==> config.mk <==
export PLATFORM = sky130hd
export DESIGN_NAME = crs_ctrl
export DESIGN_NICKNAME = d
export VERILOG_FILES = /design/src/hw/rtl/crs_pkg.sv /design/src/hw/rtl/crs_ctrl.sv
export SDC_FILE = /design/constraint.sdc
export NUM_CORES = 1
export LEC_CHECK = 0
export BUFFER_PORTS_ARGS = -buffer_cell sky130_fd_sc_hd__buf_2
export CORE_MARGIN = 2
export CORE_UTILIZATION = 54
export CTS_CLUSTER_SIZE = 30
export DETAILED_ROUTE_END_ITERATION = 16
export PLACE_DENSITY = 0.77
export SLEW_MARGIN = 30
export SYNTH_ARGS = -nofsm -noshare
export SYNTH_HDL_FRONTEND = slang
export SYNTH_SLANG_ARGS = --single-unit
==> constraint.sdc <==
create_clock -name clk -period 4.9 [get_ports clk]
set_clock_uncertainty 0.1 [all_clocks]
set_input_delay 0.245 -clock clk [delete_from_list [all_inputs] [get_ports clk]]
set_output_delay 0.245 -clock clk [all_outputs]
set_load 0.05 [all_outputs]
==> src/hw/rtl/crs_pkg.sv <==
// ----------------------------------------------------------------------------
// crs_pkg
// Shared types, codes and helpers of the column statistics reducer.
// ----------------------------------------------------------------------------
package crs_pkg;

  localparam int VALUE_W = 48;

  localparam logic [3:0] MODE_MIN  = 4'd0;
  localparam logic [3:0] MODE_MAX  = 4'd1;
  localparam logic [3:0] MODE_SUM  = 4'd2;
  localparam logic [3:0] MODE_MEAN = 4'd3;
  localparam logic [3:0] MODE_AVG  = 4'd4;
  localparam logic [3:0] MODE_STD  = 4'd5;
  localparam logic [3:0] MODE_STD1 = 4'd6;
  localparam logic [3:0] MODE_VAR  = 4'd7;
  localparam logic [3:0] MODE_VAR1 = 4'd8;

  localparam logic [1:0] CFG_MODE    = 2'd0;
  localparam logic [1:0] CFG_MISSING = 2'd1;
  localparam logic [1:0] CFG_SKIP    = 2'd2;

  localparam logic signed [63:0] VALUE_MAX = 64'sd140737488355327;
  localparam logic signed [63:0] VALUE_MIN = -64'sd140737488355328;

  typedef struct packed {
    logic capture;
    logic accum;
    logic mul_clr;
    logic mul_step;
    logic mul_store;
    logic div_load;
    logic div_step;
    logic sqrt_load;
    logic sqrt_step;
    logic finish;
  } crs_cmd_t;

  typedef struct packed {
    logic last;
    logic need_var;
    logic need_mean;
    logic need_sqrt;
  } crs_stat_t;

  function automatic logic [VALUE_W-1:0] sat48(input logic signed [63:0] v);
    logic [VALUE_W-1:0] r;
    if (v > VALUE_MAX) r = VALUE_MAX[VALUE_W-1:0];
    else if (v < VALUE_MIN) r = VALUE_MIN[VALUE_W-1:0];
    else r = v[VALUE_W-1:0];
    return r;
  endfunction

endpackage

==> src/hw/rtl/crs_ctrl.sv <==
// ----------------------------------------------------------------------------
// crs_ctrl
// Sequencer: sample accumulation, product, divide and root phases, output.
// ----------------------------------------------------------------------------
module crs_ctrl import crs_pkg::*; #(
  parameter int NDIG = 4,
  parameter int DVW  = 138
) (
  input  logic      clk,
  input  logic      rst,
  input  logic      s_tvalid,
  output logic      s_tready,
  output logic      m_tvalid,
  input  logic      m_tready,
  input  crs_stat_t stat,
  output crs_cmd_t  cmd
);

  localparam int CNTW = $clog2(DVW);

  localparam logic [2:0] ST_IDLE = 3'd0;
  localparam logic [2:0] ST_ACC  = 3'd1;
  localparam logic [2:0] ST_MUL  = 3'd2;
  localparam logic [2:0] ST_DLD  = 3'd3;
  localparam logic [2:0] ST_DIV  = 3'd4;
  localparam logic [2:0] ST_SQLD = 3'd5;
  localparam logic [2:0] ST_SQRT = 3'd6;
  localparam logic [2:0] ST_FIN  = 3'd7;

  logic [2:0]      state, state_next;
  logic [CNTW-1:0] cnt, cnt_next;
  logic [1:0]      pcnt, pcnt_next;

  always_comb begin
    cmd        = '0;
    state_next = state;
    cnt_next   = cnt;
    pcnt_next  = pcnt;
    unique case (state)
      ST_IDLE: begin
        if (s_tvalid) begin
          cmd.capture = 1'b1;
          state_next  = ST_ACC;
        end
      end
      ST_ACC: begin
        cmd.accum = 1'b1;
        if (!stat.last) state_next = ST_IDLE;
        else if (stat.need_var) begin
          cmd.mul_clr = 1'b1;
          cnt_next    = '0;
          pcnt_next   = '0;
          state_next  = ST_MUL;
        end else if (stat.need_mean) state_next = ST_DLD;
        else state_next = ST_FIN;
      end
      ST_MUL: begin
        if (cnt == CNTW'(NDIG)) begin
          cmd.mul_store = 1'b1;
          cnt_next      = '0;
          if (pcnt == 2'd2) state_next = ST_DLD;
          else pcnt_next = pcnt + 2'd1;
        end else begin
          cmd.mul_step = 1'b1;
          cnt_next     = cnt + 1'b1;
        end
      end
      ST_DLD: begin
        cmd.div_load = 1'b1;
        cnt_next     = '0;
        state_next   = ST_DIV;
      end
      ST_DIV: begin
        cmd.div_step = 1'b1;
        if (cnt == CNTW'(DVW - 1)) state_next = stat.need_sqrt ? ST_SQLD : ST_FIN;
        else cnt_next = cnt + 1'b1;
      end
      ST_SQLD: begin
        cmd.sqrt_load = 1'b1;
        cnt_next      = '0;
        state_next    = ST_SQRT;
      end
      ST_SQRT: begin
        cmd.sqrt_step = 1'b1;
        if (cnt == CNTW'(31)) state_next = ST_FIN;
        else cnt_next = cnt + 1'b1;
      end
      ST_FIN: begin
        if (!m_tvalid || m_tready) begin
          cmd.finish = 1'b1;
          state_next = ST_IDLE;
        end
      end
      default: state_next = ST_IDLE;
    endcase
  end

  always_ff @(posedge clk) begin
    if (rst) begin
      state    <= ST_IDLE;
      cnt      <= '0;
      pcnt     <= '0;
      m_tvalid <= 1'b0;
    end else begin
      state <= state_next;
      cnt   <= cnt_next;
      pcnt  <= pcnt_next;
      if (cmd.finish) m_tvalid <= 1'b1;
      else if (m_tready) m_tvalid <= 1'b0;
    end
  end

  assign s_tready = (state == ST_IDLE);

  ap_cmd_exclusive: assert property (@(posedge clk) disable iff (rst)
    $onehot0({cmd.capture, cmd.accum, cmd.mul_step, cmd.mul_store, cmd.div_load,
              cmd.div_step, cmd.sqrt_load, cmd.sqrt_step, cmd.finish}))
    else $error("more than one datapath command in a cycle");

  ap_accept_then_acc: assert property (@(posedge clk) disable iff (rst)
    (s_tvalid && s_tready) |=> (state == ST_ACC))
    else $error("accepted beat not followed by accumulation");

  ap_finish_shows: assert property (@(posedge clk) disable iff (rst)
    cmd.finish |=> (m_tvalid && state == ST_IDLE))
    else $error("finished column not presented");

  ap_div_after_load: assert property (@(posedge clk) disable iff (rst)
    (state == ST_DIV && $past(state) != ST_DIV) |-> ($past(state) == ST_DLD))
    else $error("divide entered without operand load");

endmodule

==> out/metrics.csv <==
stage,metric,value,unit
clock_network,Hold Buf Count CTS,0,
timing,Fmax,457,MHz
clock_network,post_cts resized,0,
logic_synthesis,"Distinct cells, synth",38,
critical_path,CP top delay family,simple AND/OR/NAND/NOR gates,
routing,WL final,2250,microns
global_route,grt total ovfl,0,
critical_path,register-to-register setup slack,2.89,ns
logic_synthesis,Post-Syn Area per Cell,8.16,sq um
critical_path,Critical Path AT,1.85,ns
logic_synthesis,register bit total from synthesis,14,
timing,Max Slew Vio Count,0,
hold_path,WHS Endpoint,m_tvalid$_SDFFE_PP0P_,
cells_and_area,Util after Layout,64.7,%
critical_path,Crit path buffers/inverters,1,
clock_network,CTS tree,yes,
routing,drt wl/cell,13.8,microns
clock_network,total CTS buffers,3,
floorplanning,full die area,2240,sq um
logic_synthesis,sequential fraction of the synthesis area,27.7,%
placed_design,Buffers on Ports,19,
routing,number of vias per cell,5.90,
cells_and_area,Antenna Cells,0,
timing,fin crit share,44.7,%
logic_synthesis,Synth area leaders,"dfxtp_1, a21oi_1, ha_1",
logic_synthesis,Ys Warns,0,
critical_path,worst-path fanout max,13,
logic_synthesis,proportion of synthesized area in mux cells,1.98,%
floorplanning,Die Wd,47.3,microns
timing,fin crit period,2.19,ns
clock_network,worst skew pair latency,0.29,ns
pwr,Power Density,339,nW/um^2
timing,Fin Setup TNS,0,ns
timing,Worst Tran Pin Value,0.570,ns
timing,final hold vios,0,
logic_synthesis,Synth Area in Compound Gates,27.9,%
logic_synthesis,top-area cell type share of the netlist area,27.7,%
cells_and_area,Final #Nets,151,
critical_path,terminus of the critical flop-to-flop path,cnt[7]$_SDFFE_PP0P_,
routing,vias after detailed routing,962,
critical_path,reg-to-reg startpoint,state[2]$_SDFFE_PP0P_,
logic_synthesis,Post-Synth Adder-Cell Area,4.94,%
critical_path,R2R cell count,4,
timing,hold_ws,0.163,ns
timing,relative max-transition margin,61.9,%
critical_path,CP Class,flop to output port,
placed_design,hpwl dp,1600,microns
pwr,Total Power,0.383,mW
global_route,number of global-route vias before repair,840,
routing,antenna-violating nets left,0,
logic_synthesis,post-synth net total,136,
logic_synthesis,Yosys top cell by area,dfxtp_1,
hold_path,hold_sp,m_tready,
placed_design,Final Wtd Congestion,0.823,
routing,initial DRC count,24,
critical_path,Worst path max stage delay,0.61,ns
logic_synthesis,combinational family with the most area after synthesis,simple AND/OR/NAND/NOR gates,
logic_synthesis,Post-Synth XOR/XNOR Area,0,%
floorplanning,I/O pin count,20,
timing,RSZ-0062 raised after global routing,false,
clock_network,CTS max path bufs,2,
critical_path,crit path launch type,flop,
hold_path,worst hold path cell count,3,
clock_network,Clock Sinks,14,
clock_network,htree depth,1,
clock_network,CTS root buffer,clkbuf_4,
clock_network,post-CTS setup buffers,0,
global_route,first-pass GRT wire length,3660,microns
routing,drt pass-1 iters,4,
global_route,GRT Util Overall,23.5,%
floorplanning,starting density of the core,58.0,%
critical_path,Critical Path RT,4.55,ns
cells_and_area,Area growth syn-to-layout,11.5,%
logic_synthesis,Synth Area in Simple Gates,29.2,%
global_route,largest net degree at the start of global routing,19,
hold_path,Hold/Removal Path Class,input port to flop,
floorplanning,Core Region,1750,sq um
pwr,P_leak,0.454,nW
logic_synthesis,Gate Count Post-Synth,124,
global_route,initial antenna violation count,0,
cells_and_area,layout cell share with drive strength beyond 1,23.2,%
critical_path,CP cell instances,"or2b_1, nor3_1, buf_2",
critical_path,Critical Path Source,state[1]$_SDFFE_PP0P_,
critical_path,Critical Path Sink Type,output port,
logic_synthesis,Syn Std Cell Area,1010,sq um
floorplanning,placement row count,15,
clock_network,Worst-path clk slew,0.10,ns
status,outcome,completed,
pwr,worst vdd ir,230,uV
timing,# setup viols final,0,
routing,number of remaining DRC errors,0,
floorplanning,Die Y,47.3,microns
run,number of max-cap violations,0,
critical_path,critical path's slowest cell,dfxtp_1,
-- tightest hold or removal path: stages --
cell      delay (ns)
buf_2           0.07
nand2b_1        0.12
a21oi_1         0.07
-- power by group --
group          switching, mW  internal, mW  leakage (nW)
clock network         0.0418        0.0452        0.0210
logic                  0.101        0.0539         0.320
registers             0.0209         0.120         0.113
total                  0.164         0.219         0.454
-- Yosys cell counts (all sizes together) --
cell and count:
or3 3, or2 1, nand3b 2, dfxtp 14, a211oi 5, or2b 1
a221oi 1, nand4b 1, mux2i 2, a21oi 15, and3 4, nor2 6
and4 1, clkbuf 4, nor3b 2, nand2b 3, buf 5, a21o 1
nand2 6, ha 4, o31ai 3, nor3 5, inv 10, nand3 5
and4bb 3, a2111oi 1, nor2b 4, o22ai 2, o21bai 2, a41oi 2
and2 1, o21a 1, o32ai 4
-- layout make-up --
type / instances / area, sq um
Tap cell: 25 / 31.3
Fill cell: 173 / 617
Sequential cell: 14 / 280
Multi-Input combinational cell: 91 / 648
Clock buffer: 4 / 36.3
Inverter: 10 / 37.5
Timing Repair Buffer: 19 / 95.1
-- cells by family after synthesis --
kind of cell / Yosys count
compound gates: 37
buf+inv: 19
simple gates: 48
flops: 14
fa+ha+maj: 4
mux: 2
-- per-stage QoR --
| step | area [sq um] | std cells | setup slack, ns |
|---|---|---|---|
| floorplan | 1010 | 124 | 2.07 |
| global placement | 1090 | 159 | 2.95 |
| detailed placement | 1090 | 159 | 2.90 |
| CTS | 1130 | 163 | 2.71 |
| global route | 1130 | 163 | 2.58 |
| finish | 1130 | 163 | 2.71 |
-- worst max path at each step --
stage,endpoint,slack (ns),cells past startpoint
3_5_place_dp,cnt[5]$_SDFFE_PP0P_,2.90,6
6_report,cmd[5],2.71,3
3_3_place_gp,cnt[5]$_SDFFE_PP0P_,2.95,6
5_1_grt,cmd[5],2.58,4
2_1_floorplan,cmd[7],2.07,3
4_1_cts,cmd[5],2.71,3
-- cells in the final DEF (no fill, tap or decap), types with 3 or more instances in the layout --
master,n
nor2b_1,4
or3_1,3
dfxtp_1,14
and3_1,4
clkbuf_4,3
nand2_1,6
nor3_1,5
nand3_1,5
and4bb_2,3
ha_1,4
inv_1,10
a211oi_1,4
nor2_1,6
o32ai_1,3
buf_2,19
a21oi_1,15
o31ai_1,3
-- flip-flops by register name (all words and copies together), names as in the netlist --
name / flops
cnt: 8
state: 3
pcnt: 2
m_tvalid: 1
-- metal layers --
metal	track usage, %	share of wire, %	up-vias
met1	29.4	47	440
met5	0	0	-
met4	10.6	1.2	0
met2	37.0	46	27
met3	6.92	5.0	4
li1	-	-	491
Power figures use the tool's default switching activity.
